==> config.mk <==
export PLATFORM = sky130hd
export DESIGN_NAME = assembler_token_lexer
export DESIGN_NICKNAME = d
export VERILOG_FILES = /design/src/rtl/atl_pkg.sv /design/src/rtl/assembler_token_lexer.sv /design/src/rtl/atl_front.sv /design/src/rtl/atl_queue.sv /design/src/rtl/atl_back.sv
export SDC_FILE = /design/constraint.sdc
export NUM_CORES = 1
export LEC_CHECK = 0
export BUFFER_PORTS_ARGS = -buffer_cell sky130_fd_sc_hd__buf_2
export CORE_ASPECT_RATIO = 1.5
export CORE_MARGIN = 3
export CORE_UTILIZATION = 50
export DETAILED_ROUTE_END_ITERATION = 10
export PLACE_DENSITY = 0.67
export SETUP_SLACK_MARGIN = 0.05
export SLEW_MARGIN = 10
export SYNTH_ARGS = -nofsm -noshare
export SYNTH_HDL_FRONTEND = slang
export SYNTH_SLANG_ARGS = --single-unit
==> constraint.sdc <==
create_clock -name clock -period 6.36 [get_ports clock]
set_clock_uncertainty 0.15 [all_clocks]
set_input_delay 0.636 -clock clock [delete_from_list [all_inputs] [get_ports clock]]
set_output_delay 0.636 -clock clock [all_outputs]
set_load 0.02 [all_outputs]
==> src/rtl/atl_pkg.sv <==
`timescale 1ns / 1ps

package atl_pkg;

   localparam int OUT_POS_W = 24;
   localparam int OUT_ROW_W = 20;

   localparam int QUEUE_DEPTH = 4;
   localparam int QPTR_W      = $clog2(QUEUE_DEPTH);
   localparam int QCNT_W      = $clog2(QUEUE_DEPTH + 1);

   // byte classes
   localparam logic [2:0] CLS_END     = 3'd0;
   localparam logic [2:0] CLS_NEWLINE = 3'd1;
   localparam logic [2:0] CLS_SPACE   = 3'd2;
   localparam logic [2:0] CLS_HASH    = 3'd3;
   localparam logic [2:0] CLS_PUNCT   = 3'd4;
   localparam logic [2:0] CLS_QUOTE   = 3'd5;
   localparam logic [2:0] CLS_PREFIX  = 3'd6;
   localparam logic [2:0] CLS_OTHER   = 3'd7;

   // punctuation sub codes, in token kind order
   localparam logic [1:0] PUNCT_LPAREN = 2'd0;
   localparam logic [1:0] PUNCT_RPAREN = 2'd1;
   localparam logic [1:0] PUNCT_COMMA  = 2'd2;
   localparam logic [1:0] PUNCT_COLON  = 2'd3;

   // pending token kinds, also the prefix sub codes
   localparam logic [1:0] PEND_IDENT     = 2'd0;
   localparam logic [1:0] PEND_DIRECTIVE = 2'd1;
   localparam logic [1:0] PEND_REGISTER  = 2'd2;
   localparam logic [1:0] PEND_IMMEDIATE = 2'd3;

   localparam logic [3:0] KIND_LPAREN = 4'd4;
   localparam logic [3:0] KIND_RPAREN = 4'd5;
   localparam logic [3:0] KIND_COMMA  = 4'd6;
   localparam logic [3:0] KIND_COLON  = 4'd7;
   localparam logic [3:0] KIND_STRING = 4'd8;
   localparam logic [3:0] KIND_ERROR  = 4'd9;

   localparam logic [1:0] ERR_NONE         = 2'd0;
   localparam logic [1:0] ERR_END_IN_STR   = 2'd1;
   localparam logic [1:0] ERR_PREFIX_IN_TK = 2'd2;

   typedef struct packed {
      logic [2:0] cls;
      logic [1:0] sub;
   } item_type;

   typedef struct packed {
      logic [3:0]           kind;
      logic [OUT_POS_W-1:0] start;
      logic [OUT_POS_W-1:0] length;
      logic [OUT_ROW_W-1:0] line;
      logic [1:0]           err;
      logic                 last;
   } rec_type;

endpackage

==> src/rtl/assembler_token_lexer.sv <==
`timescale 1ns / 1ps
// An accepted request is queued, then the back end registers its records onto rsp.
// One byte per cycle while the queue is not full; the lexer back end takes one queued byte
// a cycle, but holds a byte with records while the output or its overflow slot is busy.
// A four-entry byte queue between classifier and lexer absorbs those stalls.
// Reset (synchronous, active high): empty queue and output, idle, offset 0, row 1.
module assembler_token_lexer #(
   parameter int POSITION_BITS = 24,
   parameter int ROW_BITS      = 20
) (
   input  logic        clock,
   input  logic        reset,
   input  logic        req_valid,
   output logic        req_ready,
   input  logic [7:0]  req_char_byte,
   input  logic        req_end_of_input,
   output logic        rsp_valid,
   input  logic        rsp_ready,
   output logic [3:0]  rsp_token_kind,
   output logic [23:0] rsp_text_start,
   output logic [23:0] rsp_text_length,
   output logic [19:0] rsp_line_number,
   output logic [1:0]  rsp_error_code,
   output logic        rsp_last_of_run
);
   import atl_pkg::*;

   item_type push_item;
   item_type head_item;
   logic     push;
   logic     pop;
   logic     head_valid;
   logic     queue_full;
   rec_type  rsp_rec;

   atl_front u_front (
      .req_valid        (req_valid),
      .req_ready        (req_ready),
      .req_char_byte    (req_char_byte),
      .req_end_of_input (req_end_of_input),
      .queue_full       (queue_full),
      .push             (push),
      .item             (push_item)
   );

   atl_queue u_queue (
      .clock      (clock),
      .reset      (reset),
      .push       (push),
      .push_item  (push_item),
      .pop        (pop),
      .head_valid (head_valid),
      .head_item  (head_item),
      .full       (queue_full)
   );

   atl_back #(
      .POSITION_BITS (POSITION_BITS),
      .ROW_BITS      (ROW_BITS)
   ) u_back (
      .clock      (clock),
      .reset      (reset),
      .item_valid (head_valid),
      .item       (head_item),
      .item_pop   (pop),
      .rsp_valid  (rsp_valid),
      .rsp_ready  (rsp_ready),
      .rsp_rec    (rsp_rec)
   );

   assign rsp_token_kind  = rsp_rec.kind;
   assign rsp_text_start  = rsp_rec.start;
   assign rsp_text_length = rsp_rec.length;
   assign rsp_line_number = rsp_rec.line;
   assign rsp_error_code  = rsp_rec.err;
   assign rsp_last_of_run = rsp_rec.last;

endmodule

==> src/rtl/atl_front.sv <==
`timescale 1ns / 1ps

module atl_front (
   input  logic              req_valid,
   output logic              req_ready,
   input  logic [7:0]        req_char_byte,
   input  logic              req_end_of_input,
   input  logic              queue_full,
   output logic              push,
   output atl_pkg::item_type item
);
   import atl_pkg::*;

   assign req_ready = !queue_full;
   assign push      = req_valid && !queue_full;

   always_comb begin
      item.cls = CLS_OTHER;
      item.sub = PEND_IDENT;
      if (req_end_of_input || req_char_byte == 8'h00) begin
         item.cls = CLS_END;
      end else if (req_char_byte == 8'h0a) begin
         item.cls = CLS_NEWLINE;
      end else if (req_char_byte inside {8'h20, 8'h09, 8'h0d}) begin
         item.cls = CLS_SPACE;
      end else if (req_char_byte == "#") begin
         item.cls = CLS_HASH;
      end else if (req_char_byte == "\"") begin
         item.cls = CLS_QUOTE;
      end else begin
         case (req_char_byte)
            "(": begin
               item.cls = CLS_PUNCT;
               item.sub = PUNCT_LPAREN;
            end
            ")": begin
               item.cls = CLS_PUNCT;
               item.sub = PUNCT_RPAREN;
            end
            ",": begin
               item.cls = CLS_PUNCT;
               item.sub = PUNCT_COMMA;
            end
            ":": begin
               item.cls = CLS_PUNCT;
               item.sub = PUNCT_COLON;
            end
            ".": begin
               item.cls = CLS_PREFIX;
               item.sub = PEND_DIRECTIVE;
            end
            "%": begin
               item.cls = CLS_PREFIX;
               item.sub = PEND_REGISTER;
            end
            "$": begin
               item.cls = CLS_PREFIX;
               item.sub = PEND_IMMEDIATE;
            end
            default: begin
               item.cls = CLS_OTHER;
               item.sub = PEND_IDENT;
            end
         endcase
      end
   end

endmodule

==> src/rtl/atl_queue.sv <==
`timescale 1ns / 1ps

module atl_queue (
   input  logic              clock,
   input  logic              reset,
   input  logic              push,
   input  atl_pkg::item_type push_item,
   input  logic              pop,
   output logic              head_valid,
   output atl_pkg::item_type head_item,
   output logic              full
);
   import atl_pkg::*;

   item_type            slot_ff [QUEUE_DEPTH];
   logic [QPTR_W-1:0]   wr_ptr_ff, wr_ptr_in;
   logic [QPTR_W-1:0]   rd_ptr_ff, rd_ptr_in;
   logic [QCNT_W-1:0]   count_ff, count_in;

   assign head_valid = count_ff != '0;
   assign full       = count_ff == QCNT_W'(QUEUE_DEPTH);
   assign head_item  = slot_ff[rd_ptr_ff];

   always_comb begin
      wr_ptr_in = push ? wr_ptr_ff + 1'b1 : wr_ptr_ff;
      rd_ptr_in = pop ? rd_ptr_ff + 1'b1 : rd_ptr_ff;
      count_in  = count_ff;
      if (push && !pop) begin
         count_in = count_ff + 1'b1;
      end else if (pop && !push) begin
         count_in = count_ff - 1'b1;
      end
   end

   always_ff @(posedge clock) begin
      if (reset) begin
         wr_ptr_ff <= '0;
         rd_ptr_ff <= '0;
         count_ff  <= '0;
      end else begin
         wr_ptr_ff <= wr_ptr_in;
         rd_ptr_ff <= rd_ptr_in;
         count_ff  <= count_in;
      end
   end

   always_ff @(posedge clock) begin
      if (push) begin
         slot_ff[wr_ptr_ff] <= push_item;
      end
   end

endmodule

==> src/rtl/atl_back.sv <==
`timescale 1ns / 1ps

module atl_back #(
   parameter int POSITION_BITS = 24,
   parameter int ROW_BITS      = 20
) (
   input  logic             clock,
   input  logic             reset,
   input  logic             item_valid,
   input  atl_pkg::item_type item,
   output logic             item_pop,
   output logic             rsp_valid,
   input  logic             rsp_ready,
   output atl_pkg::rec_type rsp_rec
);
   import atl_pkg::*;

   localparam logic [2:0] MODE_IDLE    = 3'd0;
   localparam logic [2:0] MODE_PENDING = 3'd1;
   localparam logic [2:0] MODE_COMMENT = 3'd2;
   localparam logic [2:0] MODE_STRING  = 3'd3;
   localparam logic [2:0] MODE_HALTED  = 3'd4;

   logic [2:0]               mode_ff, mode_in;
   logic [1:0]               kind_ff, kind_in;
   logic [POSITION_BITS-1:0] begin_ff, begin_in;
   logic [POSITION_BITS-1:0] pos_ff, pos_in;
   logic [ROW_BITS-1:0]      row_ff, row_in;

   logic                     out_valid_ff, out_valid_in;
   rec_type                  out_rec_ff, out_rec_in;
   logic                     second_valid_ff, second_valid_in;
   rec_type                  second_rec_ff, second_rec_in;

   logic [POSITION_BITS-1:0] pos_next;
   logic [POSITION_BITS-1:0] pend_len;
   logic [ROW_BITS-1:0]      row_inc;

   logic [2:0]               idle_mode;
   logic [1:0]               idle_kind;
   logic [POSITION_BITS-1:0] idle_begin;
   logic [ROW_BITS-1:0]      idle_row;
   logic                     idle_emit;
   rec_type                  idle_rec;

   rec_type                  pend_rec;
   rec_type                  rec0, rec1;
   logic [1:0]               n_rec;
   logic                     out_free;
   logic                     proc;

   function automatic rec_type make_rec(
      input logic [3:0]               kind,
      input logic [POSITION_BITS-1:0] start,
      input logic [POSITION_BITS-1:0] length,
      input logic [ROW_BITS-1:0]      row,
      input logic [1:0]               err
   );
      rec_type r;
      r.kind   = kind;
      r.start  = OUT_POS_W'(start);
      r.length = OUT_POS_W'(length);
      r.line   = OUT_ROW_W'(row);
      r.err    = err;
      r.last   = 1'b0;
      return r;
   endfunction

   assign pos_next = pos_ff + 1'b1;
   assign pend_len = pos_ff - begin_ff;
   // saturate at all ones
   assign row_inc  = (row_ff == '1) ? row_ff : row_ff + 1'b1;
   assign pend_rec = make_rec({2'b00, kind_ff}, begin_ff, pend_len, row_ff, ERR_NONE);

   // what a byte does when no token is pending
   always_comb begin
      idle_mode  = MODE_IDLE;
      idle_kind  = kind_ff;
      idle_begin = begin_ff;
      idle_row   = row_ff;
      idle_emit  = 1'b0;
      idle_rec   = make_rec(KIND_LPAREN + {2'b00, item.sub}, pos_ff,
                            POSITION_BITS'(1), row_ff, ERR_NONE);
      case (item.cls)
         CLS_HASH: begin
            idle_mode = MODE_COMMENT;
         end
         CLS_PUNCT: begin
            idle_emit = 1'b1;
         end
         CLS_QUOTE: begin
            idle_mode  = MODE_STRING;
            idle_begin = pos_next;
         end
         CLS_PREFIX: begin
            idle_mode  = MODE_PENDING;
            idle_kind  = item.sub;
            idle_begin = pos_next;
         end
         CLS_NEWLINE: begin
            idle_row = row_inc;
         end
         CLS_OTHER: begin
            idle_mode  = MODE_PENDING;
            idle_kind  = PEND_IDENT;
            idle_begin = pos_ff;
         end
         default: begin
            idle_mode = MODE_IDLE;
         end
      endcase
   end

   always_comb begin
      mode_in  = mode_ff;
      kind_in  = kind_ff;
      begin_in = begin_ff;
      pos_in   = pos_next;
      row_in   = row_ff;
      rec0     = pend_rec;
      rec1     = idle_rec;
      n_rec    = 2'd0;
      if (item.cls == CLS_END) begin
         if (mode_ff == MODE_PENDING) begin
            n_rec = 2'd1;
         end else if (mode_ff == MODE_STRING) begin
            rec0  = make_rec(KIND_ERROR, begin_ff, pend_len, row_ff, ERR_END_IN_STR);
            n_rec = 2'd1;
         end
         // start a fresh stream
         mode_in  = MODE_IDLE;
         kind_in  = PEND_IDENT;
         begin_in = '0;
         pos_in   = '0;
         row_in   = ROW_BITS'(1);
      end else begin
         case (mode_ff)
            MODE_IDLE: begin
               mode_in  = idle_mode;
               kind_in  = idle_kind;
               begin_in = idle_begin;
               row_in   = idle_row;
               if (idle_emit) begin
                  rec0  = idle_rec;
                  n_rec = 2'd1;
               end
            end
            MODE_PENDING: begin
               if (item.cls == CLS_NEWLINE || item.cls == CLS_SPACE ||
                   item.cls == CLS_HASH || item.cls == CLS_PUNCT) begin
                  mode_in  = idle_mode;
                  kind_in  = idle_kind;
                  begin_in = idle_begin;
                  row_in   = idle_row;
                  n_rec    = idle_emit ? 2'd2 : 2'd1;
               end else if (item.cls == CLS_QUOTE) begin
                  // drop the pending token, open a string
                  mode_in  = MODE_STRING;
                  begin_in = pos_next;
               end else if (item.cls == CLS_PREFIX) begin
                  rec0    = make_rec(KIND_ERROR, begin_ff, pend_len, row_ff,
                                     ERR_PREFIX_IN_TK);
                  n_rec   = 2'd1;
                  mode_in = MODE_HALTED;
               end
            end
            MODE_COMMENT: begin
               if (item.cls == CLS_NEWLINE) begin
                  mode_in = MODE_IDLE;
                  row_in  = row_inc;
               end
            end
            MODE_STRING: begin
               if (item.cls == CLS_QUOTE) begin
                  rec0    = make_rec(KIND_STRING, begin_ff, pend_len, row_ff, ERR_NONE);
                  n_rec   = 2'd1;
                  mode_in = MODE_IDLE;
               end
            end
            default: begin
               mode_in = MODE_HALTED;
            end
         endcase
      end
      rec0.last = (n_rec == 2'd1);
      rec1.last = 1'b1;
   end

   assign out_free = !out_valid_ff || rsp_ready;
   assign proc     = item_valid &&
                     (n_rec == 2'd0 || (out_free && !second_valid_ff));
   assign item_pop = proc;

   // output register plus one overflow slot for the second record
   always_comb begin
      out_valid_in    = out_valid_ff;
      out_rec_in      = out_rec_ff;
      second_valid_in = second_valid_ff;
      second_rec_in   = second_rec_ff;
      if (out_valid_ff && rsp_ready) begin
         out_valid_in = 1'b0;
      end
      if (second_valid_ff) begin
         if (out_free) begin
            out_valid_in    = 1'b1;
            out_rec_in      = second_rec_ff;
            second_valid_in = 1'b0;
         end
      end else if (proc && n_rec != 2'd0) begin
         out_valid_in = 1'b1;
         out_rec_in   = rec0;
         if (n_rec == 2'd2) begin
            second_valid_in = 1'b1;
            second_rec_in   = rec1;
         end
      end
   end

   always_ff @(posedge clock) begin
      if (reset) begin
         mode_ff         <= MODE_IDLE;
         kind_ff         <= PEND_IDENT;
         begin_ff        <= '0;
         pos_ff          <= '0;
         row_ff          <= ROW_BITS'(1);
         out_valid_ff    <= 1'b0;
         second_valid_ff <= 1'b0;
      end else begin
         if (proc) begin
            mode_ff  <= mode_in;
            kind_ff  <= kind_in;
            begin_ff <= begin_in;
            pos_ff   <= pos_in;
            row_ff   <= row_in;
         end
         out_valid_ff    <= out_valid_in;
         second_valid_ff <= second_valid_in;
      end
   end

   always_ff @(posedge clock) begin
      out_rec_ff    <= out_rec_in;
      second_rec_ff <= second_rec_in;
   end

   assign rsp_valid = out_valid_ff;
   assign rsp_rec   = out_rec_ff;

endmodule

# --- Yosys cells after proc, flatten, opt, wreduce, memory -nomap -nowiden ---
# Memories as Yosys holds them, arrays and structs flattened. A register that Yosys moved wholly into a read port is not among the register bits.
# Index checks and enable logic that the tools add are counted.
word_totals:
  memories: 1
  ram_bits: 20
  inputBits: 13
  word_cells: 171
  latchBits: 0
  regBits: 205
  output_inout_bits: 77
  mem_bits_ro: 0
mem_list:
  columns: ["memory", "words", "width", "read_ports", "rd_clocked_by_memory_dff", "wr", "line", "text"]
  rows:
  - ["u_queue.slot_ff", 4, 5, 1, 1, 1, "atl_queue.sv:15", "item_type slot_ff [QUEUE_DEPTH];"]
op_classes:
  n_shift: 0
  n_mul: 0
  mux: 71
  n_reduce_logical: 38
  add_sub_neg: 8
  eq_ne: 33
  n_div: 0
  order_cmp: 0
  bitwise_logic: 1
ops:
  columns: ["op", "n"]
  rows:
  - ["75-bit two-way mux", 11]
  - ["75-bit one-hot mux with 3 select lines", 1]
  - ["24-bit two-way mux", 4]
  - ["24-bit one-hot mux with 2 select lines", 2]
  - ["8-bit by 6-bit == test with 1-bit output (second input constant)", 10]
  - ["20-bit two-way mux", 4]
  - ["20-bit one-hot mux with 2 select lines", 1]
  - ["3-bit two-way mux", 13]
  - ["2-bit two-way mux", 14]
  - ["4-bit one-hot mux with 7 select lines", 1]
  - ["24-bit by 1-bit adder with 24-bit output (second input constant)", 1]
  - ["8-bit by 4-bit == test with 1-bit output (second input constant)", 3]
  - ["24-bit subtractor", 1]
  - ["20-bit by 1-bit adder with 20-bit output (second input constant)", 1]
  - ["20-bit == test (second input constant)", 1]
  - ["3-bit == test (second input constant)", 5]
  - ["1-bit two-way mux", 15]
  - ["3-bit by 2-bit == test with 1-bit output (second input constant)", 4]
  - ["2-bit one-hot mux with 3 select lines", 2]
  - ["3-bit one-hot mux with 4 select lines", 1]
  - ["3-bit AND reduction", 4]
  - ["3-bit nonzero test", 4]
  - ["8-bit zero test", 1]
  - ["2-bit one-hot mux with 2 select lines", 2]
  - ["other kinds (22)", 45]

# --- Depth between registers and ports, before layout ---
logic_depth:
  depth_word: 13
  mapped_depth: 15
  depth_no_buf: 12

# --- Cells and area by module ---
# A second synthesis with hierarchy kept.
unflattened:
  cells_unflattened: 1181
  hier_area_um2: 12000.3
modules_own_cells:
  columns: ["module", "area_each_um2", "seq_area_each_um2", "cells_each", "n_inst"]
  rows:
  - ["atl_back", 10546.4, 5134.9, 1065, 1]
  - ["atl_queue", 1156.1, 780.7, 70, 1]
  - ["atl_front", 297.8, 0.0, 46, 1]

# --- Worst setup path before layout ---
# No wires, ideal clock.
synth_path:
  kind: "register to register"
  start: "memory u_queue.slot_ff[3][2] in the netlist's numbering"
  end: "register u_back.out_rec_ff (netlist bit u_back.rsp_rec[0]), enable pin"
  slack_ps: 143
  arrival_ps: 5534
  synth_period_minus_slack_ps: 6217
  stages_incl_launch_ff: 7
  path_buffers: 1
  cell_sequence: "edfxtp_1 mux4_2 nor2b_1 buf_2 a2111oi_4 o211ai_1 a21oi_1"
synth_lines:
  columns: ["item", "line", "text"]
  rows:
  - ["start, declared", "atl_queue.sv:15", null]
  - ["end signal, assigned", "atl_back.sv:242", "out_rec_ff <= out_rec_in;"]
  - ["end, declared", "atl_back.sv:31", "rec_type out_rec_ff, out_rec_in;"]

==> run summary <==
Layout
• area taken by flip-flops and latches: 0.005917 mm2
• area growth from synthesis to final layout: 12.50%
• antenna diode count: 0
• most common cell after layout, fill and taps aside: sky130_fd_sc_hd__edfxtp_1
• share of cells above drive strength 1: 15.08%
• total area of multi-input combinational cells: 0.005343 mm2
• layout filler cell count: 2,009
• commonest cells after routing, fill and taps aside: sky130_fd_sc_hd__edfxtp_1, sky130_fd_sc_hd__nand2_1, sky130_fd_sc_hd__nor2_1, sky130_fd_sc_hd__buf_2, sky130_fd_sc_hd__o21ai_0
• post-route design area: 0.01318 mm2
• number of nets in the layout: 1,249

Clock network
• sinks on the clock net: 225
• number of buffers between clock root and the deepest sink: 3
• root buf cell: sky130_fd_sc_hd__clkbuf_16
• number of H-tree levels: 1
• count of hold-fix buffers inserted at cts: 0
• # resized after CTS: 0
• CTS clk-pin slew, worst paths: 70 ps
• later-pin clock latency in the skew report: 520 ps
• number of buffers inserted during clock tree synthesis: 22
• number of buffers added for setup after CTS: 0
• TritonCTS clock tree: yes

Worst setup path
• highest fanout seen on the critical path: 18
• kind of cell adding the most delay to the critical path: compound AO/OA/AOI/OAI gates
• CP bufs+invs: 4
• nature of the critical path endpoint: flop
• nature of the critical path startpoint: flop
• kind of critical path: flop to flop
• biggest cell delay along the critical path: 750 ps
• data arrival time of the critical path: 4910 ps
• cells along the critical path: mux4_2 > nor2b_1 > a2111oi_4 > o21a_4 > nor2_1 > buf_4 > inv_1 > buf_4 > ha_1 > inv_1 > fa_1 > xor2_1 > or3_1 > a21oi_1
• required time at the worst-slack endpoint: 6660 ps
• Max stage delay cell, worst path: sky130_fd_sc_hd__mux4_2

Synthesis
• number of standard cells after synthesis: 1,147
• number of nets in the synthesized netlist: 1,192
• post-synthesis register bit count: 225
• cell type with the highest aggregate area in the netlist: sky130_fd_sc_hd__edfxtp_1
• Synth Flop Type: sky130_fd_sc_hd__edfxtp_1
• yosys warns: 0
• Unique masters post-synth: 82
• post-synthesis sequential area ratio: 50.49%
• cell area after technology mapping: 0.01172 mm2
• share of synthesized registers carrying an async set or reset: 0%
• Post-Syn Area per Cell: 10.22 um2
• biggest area contributors in the synthesized netlist: sky130_fd_sc_hd__edfxtp_1, sky130_fd_sc_hd__dfxtp_1, sky130_fd_sc_hd__o21ai_0
• EDFF count, synth: 141
• area share of the largest cell type after synthesis: 36.13%

Global routing
• global-route wire length before repair: 44.21 mm
• via count of the first global-routing pass: 8,717
• antenna violations before repair: 0
• overall overflow remaining after global route: 0
• overall global routing resource usage: 21.29%
• pin count of the biggest net entering global routing: 81

STA
• relative slew slack: 25.39%
• measured slew at the worst slew-check pin: 1118 ps
• RSZ-0062 raised after global routing: false
• crit path time final: 4602 ps
• Hold Violations, Final: 0
• setup TNS: 0 ps
• final-report setup violation count: 0
• maximum frequency from static timing analysis: 217.3 MHz
• Final Cycle Share: 72.36%
• max-slew violation count: 0

Floorplan
• num ports: 90
• Core Rows: 68
• die boundary height: 193.5 um
• horizontal die dimension: 131.0 um
• starting density of the core: 50.82%
• Core Box Area: 0.02306 mm2
• DIE AREA: 0.02535 mm2

Place
• Placed Instance Area: 0.01239 mm2
• final weighted congestion in routability-driven placement: 0.9550
• DP HPWL: 18.81 mm
• # port buffers: 89

Power
• Cell Pwr Density: 445.6 mW/mm2
• largest vdd supply drop: 0.3625 mV
• Lkg Pwr: 4.729 nW

Detailed routing
• total wire length after detailed routing: 27.26 mm
• Antenna Nets Post-Route: 0
• Detailed Route Iter0 Violations: 746
• drt wl/cell: 17.76 um
• Post-route DRC: 0
• drt pass-1 iters: 5
• Avg Vias per Cell: 5.897
• total vias in the final route: 9,052

Min path
• Min-Delay Path Class: flop to flop

Job
• count of maximum capacitance violations: 0

Status
• result of the run: completed

==> final cells by class <==
cell class                 instances  share of cell area (%)
clock buffer                      28                   4.660
clock inverter                    12                   1.386
tap                              315                   2.990
timing repair buffer             101                   4.157
inverter                          49                   1.395
sequential                       225                   44.88
multi-input combinational        805                   40.53
==> worst paths after layout <==
path / start / to / slack [ps] / depth (start not counted)
max: flop / u_queue.count_ff[2] / 1760 / 14
max reg2reg: flop / u_queue.count_ff[2] / 1760 / 14
min: u_back.kind_ff[0] / u_back.kind_ff[0] / 310 / 2
min reg2reg: u_back.kind_ff[0] / u_back.kind_ff[0] / 310 / 2
==> through the flow <==
stage	hold WS (ps)	std cells	setup WS, ps	power [mW]	utilization (%)
after global routing	331.2	1535	1440	6.222	57.17
final	305.0	1535	1758	5.874	57.17
after floorplan	278.7	1147	142.9	3.890	-
after global placement	289.1	1495	1857	4.458	53.72
after CTS	305.8	1535	1772	5.907	57.17
after detailed placement	296.8	1495	1757	4.488	53.72
==> cells by family (layout without fill, tap and decap cells) <==
kind of cell               count (synthesis)  in the layout  share of synthesized area, %
buffers and inverters                    117            190                         4.143
and+or+nand+nor                          378            378                         16.33
DFF                                      225            225                         50.49
AOI/OAI and AO/OA                        308            308                         17.69
adders and majority gates                 32             32                         3.545
muxes                                     54             54                         5.339
xor gates and xnor gates                  33             33                         2.467
==> state kept, by name, summed over array words and instances (netlist names), 2 cells and up, named ones only <==
signal                cells
u_queue.slot_ff          20
u_back.rsp_rec           75
u_back.kind_ff            2
u_queue.count_ff          3
u_back.pos_ff            24
u_back.begin_ff          24
u_back.mode_ff            3
u_back.second_rec_ff     46
u_queue.wr_ptr_ff         2
u_back.row_ff            20
u_queue.rd_ptr_ff         2
==> synthesized netlist by cell type (15+ instances only) <==
cell,n
sky130_fd_sc_hd__a21oi_1,71
sky130_fd_sc_hd__a32o_1,15
sky130_fd_sc_hd__and3_1,27
sky130_fd_sc_hd__buf_2,16
sky130_fd_sc_hd__clkbuf_1,42
sky130_fd_sc_hd__dfxtp_1,84
sky130_fd_sc_hd__edfxtp_1,141
sky130_fd_sc_hd__ha_1,30
sky130_fd_sc_hd__inv_1,48
sky130_fd_sc_hd__mux2_2,18
sky130_fd_sc_hd__mux2i_1,31
sky130_fd_sc_hd__nand2_1,104
sky130_fd_sc_hd__nand3_1,31
sky130_fd_sc_hd__nor2_1,89
sky130_fd_sc_hd__nor3_1,27
sky130_fd_sc_hd__o21ai_0,86
sky130_fd_sc_hd__or3_1,17
sky130_fd_sc_hd__xnor2_1,20
==> worst min-delay path, cell delays in order, from the launching register on <==
cell and delay (ps):
sky130_fd_sc_hd__dfxtp_1 310, sky130_fd_sc_hd__nand2_1 50, sky130_fd_sc_hd__a21oi_1 50
==> power by group <==
group	switching, mW	internal (mW)	total, mW
clock	0.560	0.855	1.41
combinational	1.55	0.778	2.33
sequential	0.152	1.98	2.13
total	2.26	3.61	5.87
==> per-layer routing <==
metal	track usage [%]	vias up	routed length (um)
met5	0	-	0
met4	8.540	0	1051
met3	2.597	70	1346
met2	37.42	276	13840
met1	25.99	4301	11020
li1	-	4405	-
(Power assumes the default switching activity.)
